### src/rtl/urb_pkg.sv
// Shared types and constants for the UART ring buffer block.
package urb_pkg;

    // Function codes as they arrive on the func field
    localparam logic [2:0] FUNC_RX_WORD   = 3'd0;
    localparam logic [2:0] FUNC_HOST_READ = 3'd1;
    localparam logic [2:0] FUNC_HOST_WR   = 3'd2;
    localparam logic [2:0] FUNC_TX_TAKE   = 3'd3;
    localparam logic [2:0] FUNC_CLR_CNT   = 3'd4;

    // Error counter slots
    localparam int unsigned NUM_CNT      = 5;
    localparam logic [2:0]  CNT_OVERFLOW = 3'd0;
    localparam logic [2:0]  CNT_OVERRUN  = 3'd1;
    localparam logic [2:0]  CNT_FRAMING  = 3'd2;
    localparam logic [2:0]  CNT_PARITY   = 3'd3;
    localparam logic [2:0]  CNT_BREAK    = 3'd4;

    // Reported value limits
    localparam logic [15:0] REPORT_MAX = 16'hFFFF;
    localparam logic [7:0]  STATUS_MAX = 8'hFF;

    // Command queue between front and back
    localparam int unsigned QUEUE_DEPTH    = 2;
    localparam int unsigned QUEUE_PTR_BITS = 1;

    typedef enum logic [2:0] {
        OP_RX_WORD,
        OP_HOST_READ,
        OP_HOST_WRITE,
        OP_TX_TAKE,
        OP_CLEAR_CNT,
        OP_NONE
    } op_t;

    typedef struct packed {
        op_t        op;
        logic [7:0] data;
        logic       framing;
        logic       parity;
        logic       brk;
        logic       overrun;
    } cmd_t;

endpackage

### src/rtl/urb_front.sv
// Input side: decodes func and packs one command for the queue.
module urb_front
(
    input  logic          in_valid,
    output logic          in_ready,
    input  logic [2:0]    func,
    input  logic [7:0]    rx_byte,
    input  logic          framing_flag,
    input  logic          parity_flag,
    input  logic          break_flag,
    input  logic          overrun_flag,
    input  logic [7:0]    host_byte,
    input  logic          q_full,
    output logic          push,
    output urb_pkg::cmd_t push_cmd
);
    import urb_pkg::*;

    assign in_ready = !q_full;
    assign push     = in_valid && !q_full;

    always_comb
    begin
        push_cmd.framing = framing_flag;
        push_cmd.parity  = parity_flag;
        push_cmd.brk     = break_flag;
        push_cmd.overrun = overrun_flag;
        push_cmd.data    = rx_byte;
        case (func)
            FUNC_RX_WORD:   push_cmd.op = OP_RX_WORD;
            FUNC_HOST_READ: push_cmd.op = OP_HOST_READ;
            FUNC_HOST_WR:
            begin
                push_cmd.op   = OP_HOST_WRITE;
                push_cmd.data = host_byte;
            end
            FUNC_TX_TAKE:   push_cmd.op = OP_TX_TAKE;
            FUNC_CLR_CNT:   push_cmd.op = OP_CLEAR_CNT;
            default:        push_cmd.op = OP_NONE;
        endcase
    end

endmodule

### src/rtl/urb_queue.sv
// Two-entry command queue decoupling the front from the back.
module urb_queue
(
    input  logic          clk,
    input  logic          rst_n,
    input  logic          push,
    input  urb_pkg::cmd_t push_cmd,
    output logic          full,
    input  logic          pop,
    output logic          not_empty,
    output urb_pkg::cmd_t pop_cmd
);
    import urb_pkg::*;

    cmd_t                      entry_reg [QUEUE_DEPTH];
    logic [QUEUE_PTR_BITS-1:0] wr_ptr_reg;
    logic [QUEUE_PTR_BITS-1:0] rd_ptr_reg;
    logic [QUEUE_PTR_BITS:0]   count_reg;
    logic [QUEUE_PTR_BITS:0]   count_next;

    assign full      = (count_reg == (QUEUE_PTR_BITS+1)'(QUEUE_DEPTH));
    assign not_empty = (count_reg != '0);
    assign pop_cmd   = entry_reg[rd_ptr_reg];

    always_comb
    begin
        count_next = count_reg;
        if (push && !pop)
        begin
            count_next = count_reg + (QUEUE_PTR_BITS+1)'(1);
        end
        else if (pop && !push)
        begin
            count_next = count_reg - (QUEUE_PTR_BITS+1)'(1);
        end
    end

    always_ff @(posedge clk or negedge rst_n)
    begin
        if (!rst_n)
        begin
            wr_ptr_reg <= '0;
            rd_ptr_reg <= '0;
            count_reg  <= '0;
        end
        else
        begin
            if (push)
            begin
                wr_ptr_reg <= wr_ptr_reg + QUEUE_PTR_BITS'(1);
            end
            if (pop)
            begin
                rd_ptr_reg <= rd_ptr_reg + QUEUE_PTR_BITS'(1);
            end
            count_reg <= count_next;
        end
    end

    always_ff @(posedge clk)
    begin
        if (push)
        begin
            entry_reg[wr_ptr_reg] <= push_cmd;
        end
    end

endmodule

### src/rtl/urb_back.sv
// Execution side: ring memories, pointers, error counters and result register.
module urb_back
#(
    parameter int unsigned RX_DEPTH   = 256,
    parameter int unsigned TX_DEPTH   = 256,
    parameter int unsigned COUNT_BITS = 16
)
(
    input  logic          clk,
    input  logic          rst_n,
    input  logic          cfg_wr_en,
    input  logic          cfg_wr_data,
    input  logic          q_valid,
    input  urb_pkg::cmd_t q_cmd,
    output logic          q_pop,
    output logic          out_valid,
    input  logic          out_ready,
    output logic          read_valid,
    output logic [7:0]    read_byte,
    output logic          write_accepted,
    output logic          send_valid,
    output logic [7:0]    send_byte,
    output logic [7:0]    rx_fill,
    output logic [7:0]    tx_room,
    output logic [15:0]   overflow_count,
    output logic [15:0]   overrun_count,
    output logic [15:0]   framing_count,
    output logic [15:0]   parity_count,
    output logic [15:0]   break_count
);
    import urb_pkg::*;

    localparam int unsigned RPW = $clog2(RX_DEPTH);
    localparam int unsigned TPW = $clog2(TX_DEPTH);
    localparam int unsigned RFW = (RPW + 1 > 8) ? RPW + 1 : 8;
    localparam int unsigned TFW = (TPW + 1 > 8) ? TPW + 1 : 8;
    localparam int unsigned CEW = (COUNT_BITS > 16) ? COUNT_BITS : 16;

    typedef enum logic [1:0] {
        S_IDLE,
        S_EXEC,
        S_DONE
    } state_t;

    state_t                state_reg;
    cmd_t                  cmd_reg;
    logic                  enable_reg;

    logic [7:0]            rx_mem [RX_DEPTH];
    logic [7:0]            tx_mem [TX_DEPTH];
    logic [7:0]            rx_rd_reg;
    logic [7:0]            tx_rd_reg;

    logic [RPW-1:0]        rx_head_reg, rx_head_next, rx_head_adv;
    logic [RPW-1:0]        rx_tail_reg, rx_tail_next, rx_tail_adv;
    logic [TPW-1:0]        tx_head_reg, tx_head_next, tx_head_adv;
    logic [TPW-1:0]        tx_tail_reg, tx_tail_next, tx_tail_adv;
    logic                  rx_we, tx_we;

    logic [COUNT_BITS-1:0] cnt_reg  [NUM_CNT];
    logic [COUNT_BITS-1:0] cnt_next [NUM_CNT];
    logic [15:0]           cnt_rep  [NUM_CNT];
    logic [15:0]           out_cnt_reg [NUM_CNT];

    logic                  rv_next, wa_next, sv_next;
    logic                  rv_reg, wa_reg, sv_reg;

    logic [RPW:0]          rx_diff;
    logic [TPW:0]          tx_diff;
    logic [TPW:0]          tx_free;
    logic [RFW-1:0]        rx_fill_ext;
    logic [TFW-1:0]        tx_room_ext;
    logic [7:0]            rx_fill_sat, tx_room_sat;

    logic                  out_valid_reg;
    logic                  rd_valid_reg, wr_acc_reg, snd_valid_reg;
    logic [7:0]            rd_byte_reg, snd_byte_reg, rx_fill_reg, tx_room_reg;
    logic                  load;

    function automatic logic [COUNT_BITS-1:0] sat_inc(input logic [COUNT_BITS-1:0] v);
        sat_inc = (v == '1) ? v : v + COUNT_BITS'(1);
    endfunction

    assign rx_head_adv = (rx_head_reg == RPW'(RX_DEPTH - 1)) ? '0 : rx_head_reg + RPW'(1);
    assign rx_tail_adv = (rx_tail_reg == RPW'(RX_DEPTH - 1)) ? '0 : rx_tail_reg + RPW'(1);
    assign tx_head_adv = (tx_head_reg == TPW'(TX_DEPTH - 1)) ? '0 : tx_head_reg + TPW'(1);
    assign tx_tail_adv = (tx_tail_reg == TPW'(TX_DEPTH - 1)) ? '0 : tx_tail_reg + TPW'(1);

    assign q_pop = (state_reg == S_IDLE) && q_valid;
    assign load  = (state_reg == S_DONE) && (!out_valid_reg || out_ready);

    // execute one command against pointers and counters
    always_comb
    begin
        rx_head_next = rx_head_reg;
        rx_tail_next = rx_tail_reg;
        tx_head_next = tx_head_reg;
        tx_tail_next = tx_tail_reg;
        cnt_next     = cnt_reg;
        rx_we        = 1'b0;
        tx_we        = 1'b0;
        rv_next      = 1'b0;
        wa_next      = 1'b0;
        sv_next      = 1'b0;
        if (state_reg == S_EXEC && enable_reg)
        begin
            case (cmd_reg.op)
                OP_RX_WORD:
                begin
                    if (cmd_reg.framing)
                    begin
                        cnt_next[CNT_FRAMING] = sat_inc(cnt_reg[CNT_FRAMING]);
                    end
                    if (cmd_reg.parity)
                    begin
                        cnt_next[CNT_PARITY] = sat_inc(cnt_reg[CNT_PARITY]);
                    end
                    if (cmd_reg.brk)
                    begin
                        cnt_next[CNT_BREAK] = sat_inc(cnt_reg[CNT_BREAK]);
                    end
                    if (cmd_reg.overrun)
                    begin
                        cnt_next[CNT_OVERRUN] = sat_inc(cnt_reg[CNT_OVERRUN]);
                    end
                    if (rx_head_adv == rx_tail_reg)
                    begin
                        cnt_next[CNT_OVERFLOW] = sat_inc(cnt_reg[CNT_OVERFLOW]);
                    end
                    else
                    begin
                        rx_we        = 1'b1;
                        rx_head_next = rx_head_adv;
                    end
                end
                OP_HOST_READ:
                begin
                    if (rx_head_reg != rx_tail_reg)
                    begin
                        rv_next      = 1'b1;
                        rx_tail_next = rx_tail_adv;
                    end
                end
                OP_HOST_WRITE:
                begin
                    if (tx_head_adv != tx_tail_reg)
                    begin
                        wa_next      = 1'b1;
                        tx_we        = 1'b1;
                        tx_head_next = tx_head_adv;
                    end
                end
                OP_TX_TAKE:
                begin
                    if (tx_head_reg != tx_tail_reg)
                    begin
                        sv_next      = 1'b1;
                        tx_tail_next = tx_tail_adv;
                    end
                end
                OP_CLEAR_CNT:
                begin
                    for (int k = 0; k < NUM_CNT; k++)
                    begin
                        cnt_next[k] = '0;
                    end
                end
                default:
                begin
                end
            endcase
        end
    end

    // status after the item: ring fill, free room, clipped counters
    always_comb
    begin
        rx_diff = {1'b0, rx_head_reg} - {1'b0, rx_tail_reg};
        if (rx_head_reg < rx_tail_reg)
        begin
            rx_diff = rx_diff + (RPW+1)'(RX_DEPTH);
        end
        tx_diff = {1'b0, tx_head_reg} - {1'b0, tx_tail_reg};
        if (tx_head_reg < tx_tail_reg)
        begin
            tx_diff = tx_diff + (TPW+1)'(TX_DEPTH);
        end
        tx_free     = (TPW+1)'(TX_DEPTH - 1) - tx_diff;
        rx_fill_ext = RFW'(rx_diff);
        tx_room_ext = TFW'(tx_free);
        rx_fill_sat = (rx_fill_ext > RFW'(STATUS_MAX)) ? STATUS_MAX : rx_fill_ext[7:0];
        tx_room_sat = (tx_room_ext > TFW'(STATUS_MAX)) ? STATUS_MAX : tx_room_ext[7:0];
        for (int k = 0; k < NUM_CNT; k++)
        begin
            cnt_rep[k] = (CEW'(cnt_reg[k]) > CEW'(REPORT_MAX)) ? REPORT_MAX
                                                                : 16'(cnt_reg[k]);
        end
    end

    always_ff @(posedge clk or negedge rst_n)
    begin
        if (!rst_n)
        begin
            state_reg     <= S_IDLE;
            enable_reg    <= 1'b0;
            out_valid_reg <= 1'b0;
            rx_head_reg   <= '0;
            rx_tail_reg   <= '0;
            tx_head_reg   <= '0;
            tx_tail_reg   <= '0;
            for (int k = 0; k < NUM_CNT; k++)
            begin
                cnt_reg[k] <= '0;
            end
        end
        else
        begin
            if (cfg_wr_en)
            begin
                enable_reg  <= cfg_wr_data;
                rx_head_reg <= '0;
                rx_tail_reg <= '0;
                tx_head_reg <= '0;
                tx_tail_reg <= '0;
                for (int k = 0; k < NUM_CNT; k++)
                begin
                    cnt_reg[k] <= '0;
                end
            end
            else
            begin
                rx_head_reg <= rx_head_next;
                rx_tail_reg <= rx_tail_next;
                tx_head_reg <= tx_head_next;
                tx_tail_reg <= tx_tail_next;
                cnt_reg     <= cnt_next;
            end

            case (state_reg)
                S_IDLE:
                begin
                    if (q_valid)
                    begin
                        state_reg <= S_EXEC;
                    end
                end
                S_EXEC:
                begin
                    state_reg <= S_DONE;
                end
                S_DONE:
                begin
                    if (load)
                    begin
                        state_reg <= S_IDLE;
                    end
                end
                default:
                begin
                    state_reg <= S_IDLE;
                end
            endcase

            if (load)
            begin
                out_valid_reg <= 1'b1;
            end
            else if (out_ready)
            begin
                out_valid_reg <= 1'b0;
            end
        end
    end

    // payload registers
    always_ff @(posedge clk)
    begin
        if (q_pop)
        begin
            cmd_reg <= q_cmd;
        end
        if (state_reg == S_EXEC)
        begin
            rv_reg <= rv_next;
            wa_reg <= wa_next;
            sv_reg <= sv_next;
        end
        if (load)
        begin
            rd_valid_reg  <= rv_reg;
            rd_byte_reg   <= rv_reg ? rx_rd_reg : 8'd0;
            wr_acc_reg    <= wa_reg;
            snd_valid_reg <= sv_reg;
            snd_byte_reg  <= sv_reg ? tx_rd_reg : 8'd0;
            rx_fill_reg   <= enable_reg ? rx_fill_sat : 8'd0;
            tx_room_reg   <= enable_reg ? tx_room_sat : 8'd0;
            out_cnt_reg   <= cnt_rep;
        end
    end

    // ring memories: one write, one registered read each; the read is taken
    // in the execute cycle so it holds while the result waits in S_DONE
    always_ff @(posedge clk)
    begin
        if (rx_we)
        begin
            rx_mem[rx_head_reg] <= cmd_reg.data;
        end
        if (state_reg == S_EXEC)
        begin
            rx_rd_reg <= rx_mem[rx_tail_reg];
        end
    end

    always_ff @(posedge clk)
    begin
        if (tx_we)
        begin
            tx_mem[tx_head_reg] <= cmd_reg.data;
        end
        if (state_reg == S_EXEC)
        begin
            tx_rd_reg <= tx_mem[tx_tail_reg];
        end
    end

    assign out_valid      = out_valid_reg;
    assign read_valid     = rd_valid_reg;
    assign read_byte      = rd_byte_reg;
    assign write_accepted = wr_acc_reg;
    assign send_valid     = snd_valid_reg;
    assign send_byte      = snd_byte_reg;
    assign rx_fill        = rx_fill_reg;
    assign tx_room        = tx_room_reg;
    assign overflow_count = out_cnt_reg[CNT_OVERFLOW];
    assign overrun_count  = out_cnt_reg[CNT_OVERRUN];
    assign framing_count  = out_cnt_reg[CNT_FRAMING];
    assign parity_count   = out_cnt_reg[CNT_PARITY];
    assign break_count    = out_cnt_reg[CNT_BREAK];

endmodule

### src/rtl/uart_ring_buffers_with_error_counts.sv
// Top level of the UART receive/transmit ring buffers with error counters.
//
// Channel   Handshake              Payload
// -------   --------------------   -----------------------------------------------
// input     in_valid / in_ready    func, rx_byte, four error flags, host_byte, host_last
// result    out_valid / out_ready  read/write/send status, bytes, fill, room, counters
// config    cfg_wr_en              cfg_wr_data (enable), no wait
//
// In the back end each item is dispatched from the queue, then executed
// (ring write or registered ring read, pointer and counter update), then its result is loaded.
// The back end takes no new item until the result of the last one is loaded.
// Reset: rings empty, counters zero, disabled; ring contents are not cleared.
// Output stalls hold the back end; the 2-entry queue then fills and drops in_ready.
module uart_ring_buffers_with_error_counts
#(
    parameter int unsigned RX_DEPTH   = 256,
    parameter int unsigned TX_DEPTH   = 256,
    parameter int unsigned COUNT_BITS = 16
)
(
    input  logic        clk,
    input  logic        rst_n,
    input  logic        cfg_wr_en,
    input  logic        cfg_wr_data,
    input  logic        in_valid,
    output logic        in_ready,
    input  logic [2:0]  func,
    input  logic [7:0]  rx_byte,
    input  logic        framing_flag,
    input  logic        parity_flag,
    input  logic        break_flag,
    input  logic        overrun_flag,
    input  logic [7:0]  host_byte,
    input  logic        host_last,
    output logic        out_valid,
    input  logic        out_ready,
    output logic        read_valid,
    output logic [7:0]  read_byte,
    output logic        write_accepted,
    output logic        send_valid,
    output logic [7:0]  send_byte,
    output logic [7:0]  rx_fill,
    output logic [7:0]  tx_room,
    output logic [15:0] overflow_count,
    output logic [15:0] overrun_count,
    output logic [15:0] framing_count,
    output logic [15:0] parity_count,
    output logic [15:0] break_count
);
    import urb_pkg::*;

    // host_last marks burst ends for the host side only; it has no effect here.

    logic q_full;
    logic q_push;
    logic q_pop;
    logic q_not_empty;
    cmd_t push_cmd;
    cmd_t pop_cmd;

    // front: decode func into a command
    urb_front u_front
    (
        .in_valid     (in_valid),
        .in_ready     (in_ready),
        .func         (func),
        .rx_byte      (rx_byte),
        .framing_flag (framing_flag),
        .parity_flag  (parity_flag),
        .break_flag   (break_flag),
        .overrun_flag (overrun_flag),
        .host_byte    (host_byte),
        .q_full       (q_full),
        .push         (q_push),
        .push_cmd     (push_cmd)
    );

    // short command queue between the two halves
    urb_queue u_queue
    (
        .clk       (clk),
        .rst_n     (rst_n),
        .push      (q_push),
        .push_cmd  (push_cmd),
        .full      (q_full),
        .pop       (q_pop),
        .not_empty (q_not_empty),
        .pop_cmd   (pop_cmd)
    );

    // back: rings, counters and the result register
    urb_back
    #(
        .RX_DEPTH   (RX_DEPTH),
        .TX_DEPTH   (TX_DEPTH),
        .COUNT_BITS (COUNT_BITS)
    )
    u_back
    (
        .clk            (clk),
        .rst_n          (rst_n),
        .cfg_wr_en      (cfg_wr_en),
        .cfg_wr_data    (cfg_wr_data),
        .q_valid        (q_not_empty),
        .q_cmd          (pop_cmd),
        .q_pop          (q_pop),
        .out_valid      (out_valid),
        .out_ready      (out_ready),
        .read_valid     (read_valid),
        .read_byte      (read_byte),
        .write_accepted (write_accepted),
        .send_valid     (send_valid),
        .send_byte      (send_byte),
        .rx_fill        (rx_fill),
        .tx_room        (tx_room),
        .overflow_count (overflow_count),
        .overrun_count  (overrun_count),
        .framing_count  (framing_count),
        .parity_count   (parity_count),
        .break_count    (break_count)
    );

`ifndef NO_ASSERTIONS
    // a single item does at most one of read, write, send
    a_one_action: assert property (@(posedge clk) disable iff (!rst_n)
        out_valid |-> ($countones({read_valid, write_accepted, send_valid}) <= 1))
        else $error("more than one ring action in one result");

    // bytes are zero when nothing was popped
    a_idle_bytes: assert property (@(posedge clk) disable iff (!rst_n)
        out_valid |-> ((read_valid || read_byte == 8'd0) &&
                       (send_valid || send_byte == 8'd0)))
        else $error("unused result byte not zero");

    // after a send pop the transmit ring has at least one free slot
    a_send_room: assert property (@(posedge clk) disable iff (!rst_n)
        (out_valid && send_valid) |-> (tx_room != 8'd0))
        else $error("transmit room zero after a send");

    // the back end never pops an empty queue
    a_pop_empty: assert property (@(posedge clk) disable iff (!rst_n)
        q_pop |-> q_not_empty)
        else $error("command popped from empty queue");
`endif

endmodule

### config.mk
export PLATFORM = sky130hd
export DESIGN_NAME = uart_ring_buffers_with_error_counts
export DESIGN_NICKNAME = d
export VERILOG_FILES = /design/src/rtl/urb_pkg.sv /design/src/rtl/urb_front.sv /design/src/rtl/urb_queue.sv /design/src/rtl/urb_back.sv /design/src/rtl/uart_ring_buffers_with_error_counts.sv
export SDC_FILE = /design/constraint.sdc
export NUM_CORES = 2
export LEC_CHECK = 0
export ABC_CLOCK_PERIOD_IN_PS = 8150
export BUFFER_PORTS_ARGS = -buffer_cell sky130_fd_sc_hd__buf_2
export CAP_MARGIN = 20
export CORE_AREA = 2 2 565 567
export CTS_CLUSTER_DIAMETER = 150
export DETAILED_ROUTE_END_ITERATION = 12
export DIE_AREA = 0 0 567 569
export GPL_ROUTABILITY_DRIVEN = 0
export PLACE_DENSITY = 0.81
export SLEW_MARGIN = 20
export SYNTH_ARGS = -nofsm -noshare
export SYNTH_HDL_FRONTEND = slang
export SYNTH_HIERARCHICAL = 1
export SYNTH_MEMORY_MAX_BITS = 65536
export SYNTH_SLANG_ARGS = --single-unit
### constraint.sdc
create_clock -name clk -period 8.15 [get_ports clk]
set_clock_uncertainty 0.15 [all_clocks]
set_input_delay 0.815 -clock clk [delete_from_list [all_inputs] [get_ports clk]]
set_output_delay 0.815 -clock clk [all_outputs]
set_load 0.01 [all_outputs]
==> metrics.txt <==
CTS Buf Count 412; Hold Path Sink u_queue/entry_reg[0][14]; DR DRC count 0; Async SR Flop Fraction 2.73%; power density cells roughly 270 nW/um2; synth unique cells between 90 and 100; startpoint types flip-flop; first-pass GRT wire length a little under 700 mm; syn_area_per_cell about 19 um2; WHS Path Cells 1; area grow syn2layout 10.4%; setup bufs post-CTS 0; gr usage total around 29%; dpl ws roughly 2.5 ns; GRT Residual Overflow 0; worst hold path class input pin to flip-flop; PnR worst setup slack between 2 and 2.5 ns; Top-Level Pins 147; Register Area around 130000 um2; Die Y 569 um; Yosys reg bits roughly 4400; drt via density around 7; count leader, synth edfxtp_1; fin crit share 72.2%; worst slew pin tran between 1 and 1.5 ns; Netlist Area Pre-Place approximately 170000 um2; Yosys top cell area share between 70% and 80%; layer with the highest usage met2; Fillers slightly above 20000; worst-case clock buffer depth 4; Hold Startpoint func[2]; antenna violations before repair 33; FF-to-FF setup slack 2.27 ns; part of the power in registers 54.5%; Post-synth top cells edfxtp_1 (4275), mux4_2 (807), nor2_1 (689); Die Span X ~570 um; largest net degree at the start of global routing 225; CP Max Fanout 20; HPWL after DPL 267 mm; crit path DAT between 6 and 7 ns; H-tree depth 5; Pins Over Slew Limit 0; IO buf count approximately 150; met3 Use GR 6.97%; Synth area leader edfxtp_1; Comb power frac under 10%; largest cells by area after synthesis edfxtp_1 (74%), mux4_2 (10%), mux2i_1 (2.8%); # nets final a little over 9000; Worst R2R Start u_back/enable_reg; die area about 320000 um2; Antenna Violating Nets Remaining 0; Total Routed Length between 400 and 500 mm; DR pass1 iterations 9; vias roughly 96000; CP Capture Type flip-flop; Mapped Nets ~9000; Post-synth top flop edfxtp_1; EDFF count, synth 4275; clock share of power between 30 and 40%; vias in the first global route roughly 95000; Max-cap violations 0; Cell Rows approximately 210; M1 GR Usage around 36%; R2R depth 6; worst ir drop on vdd between 0.0003 and 0.0004 V; P_leak slightly below 60 nW; CTS tree done; clk slew on worst S/H paths approximately 0.06 ns; share of layout cells above drive strength 1 19.6%; Sw Share 24.2%; Yosys warnings 6; Seq/Total Area, Yosys roughly 76%; P_int around 40 mW; Synth Instances 8929; TNS Setup 0 ns; Worst Path Required roughly 8.5 ns; status completed; Starting DRT DRC Count between 15000 and 20000; final setup vio count 0; total core area approximately 320000 um2; initial cell density of the core about 55%; final hold viol count 0; CTS sink cnt around 4400; average routed wire per standard cell ~34 um; minimum clock period just under 6 ns; clk_lat worst skew around 0.94 ns; GRT met2 Usage a little under half; RSZ-0062 raised after global routing false; Multi-input gate area approximately 40000 um2; placed cells around 13000; Fmax achieved about 170 MHz; R2R Path End u_back/tx_mem[4][1]; normalized max-slew margin 13.9%; Root Driver clkbuf_16; sw power 12.7 mW; fin cells 13682; worst setup path class flip-flop to flip-flop
==> placed cells by master, fill, tap and decap left out, types with 24 or more instances in the layout <==
cell type,n
xnor2_1,30
o22ai_1,55
buf_2,144
and2_1,35
a31oi_1,31
clkbuf_1,79
a22oi_1,132
ha_1,32
nand2b_1,25
clkinv_1,98
edfxtp_1,4275
mux2i_1,485
mux2_2,46
bufinv_16,48
o31ai_1,36
clkbuf_16,416
nor4_1,24
nor2b_1,31
a221o_1,33
o211ai_1,29
buf_4,164
a221oi_1,148
dfrtp_1,110
xor2_1,25
o21ai_0,211
inv_1,36
a21oi_1,165
a211oi_1,31
nand2_1,256
and3_1,33
nand3_1,110
mux4_2,807
nor2_1,682
nor3_1,78
clkinv_2,89
nand4_1,65
==> critical path: stages, from the launching register on <==
cell	delay, ns
dfrtp_1	0.84
nor4bb_1	0.38
nand2_1	0.43
nor2_2	1.00
nand4_1	1.23
buf_4	0.68
nor2_1	0.72
==> per-layer routing <==
layer / up-vias / share of wire (%)
met5: - / 0.055
met1: 48367 / 33
met2: 8513 / 47
li1: 37157 / -
met3: 1750 / 13
met4: 38 / 7.2
==> kinds of logic after synthesis <==
kind of cell             after synthesis  synth area share, %
XOR/XNOR                              56                0.290
AO/OA/AOI/OAI                       1053                 4.21
multiplexers                        1357                 13.8
buffers and inverters                583                 1.99
flip-flops                          4395                 75.6
AND/OR/NAND/NOR                     1451                 3.82
adder cells (fa/ha/maj)               34                0.254
==> area by class of cell <==
class	instances	share of cell area [%]
Clock buffer	499	5.61
Tap cell	4180	2.73
Sequential cell	4395	68.5
Antenna cell	9	0.0117
Inverter	47	0.0952
Clock inverter	261	1.37
Multi-Input combinational cell	3951	20.4
Timing Repair Buffer	340	1.32
==> timing repair <==
action,in CTS,in global routing
gates resized for setup,0,0
hold buffers,5,0
endpoints found under the hold margin,81,0
==> metrics by stage <==
stage | utilization, % | area [um2] | power [mW] | hold slack (ns)
3_3_place_gp | 56.3 | 178000 | 33.2 | 0.266
6_report | 60.6 | 192000 | 52.5 | 0.0410
3_5_place_dp | 56.3 | 178000 | 33.6 | 0.257
2_1_floorplan | - | 174000 | 32.5 | 0.250
5_1_grt | 60.5 | 192000 | 53.7 | 0.0194
4_1_cts | 60.5 | 192000 | 52.5 | 0.00334
==> worst max-delay path by stage <==
stage | cells after the start | end | start | slack, ns
after floorplan | 0 | u_back/rx_mem[0][0] | u_back/cmd_reg[4] | 0.41
after global placement | 6 | u_back/tx_mem[106][4] | u_back/enable_reg | 2.57
after detailed placement | 6 | u_back/tx_mem[20][7] | u_back/enable_reg | 2.52
after CTS | 6 | u_back/tx_mem[20][7] | u_back/enable_reg | 2.45
after global routing | 6 | u_back/tx_mem[172][3] | u_back/enable_reg | 2.28
final | 6 | u_back/tx_mem[4][1] | u_back/enable_reg | 2.27
==> power by group through the flow <==
stage                     Clock [mW]  Combinational [mW]  Sequential, mW
after detailed placement           0                4.50            29.1
after floorplan                    0               0.454            32.0
after global placement             0                4.15            29.1
after CTS                       19.3                4.52            28.6
after global routing            20.2                4.86            28.6
final                           19.3                4.65            28.6
Note: power is estimated with default switching activity, not from simulation.
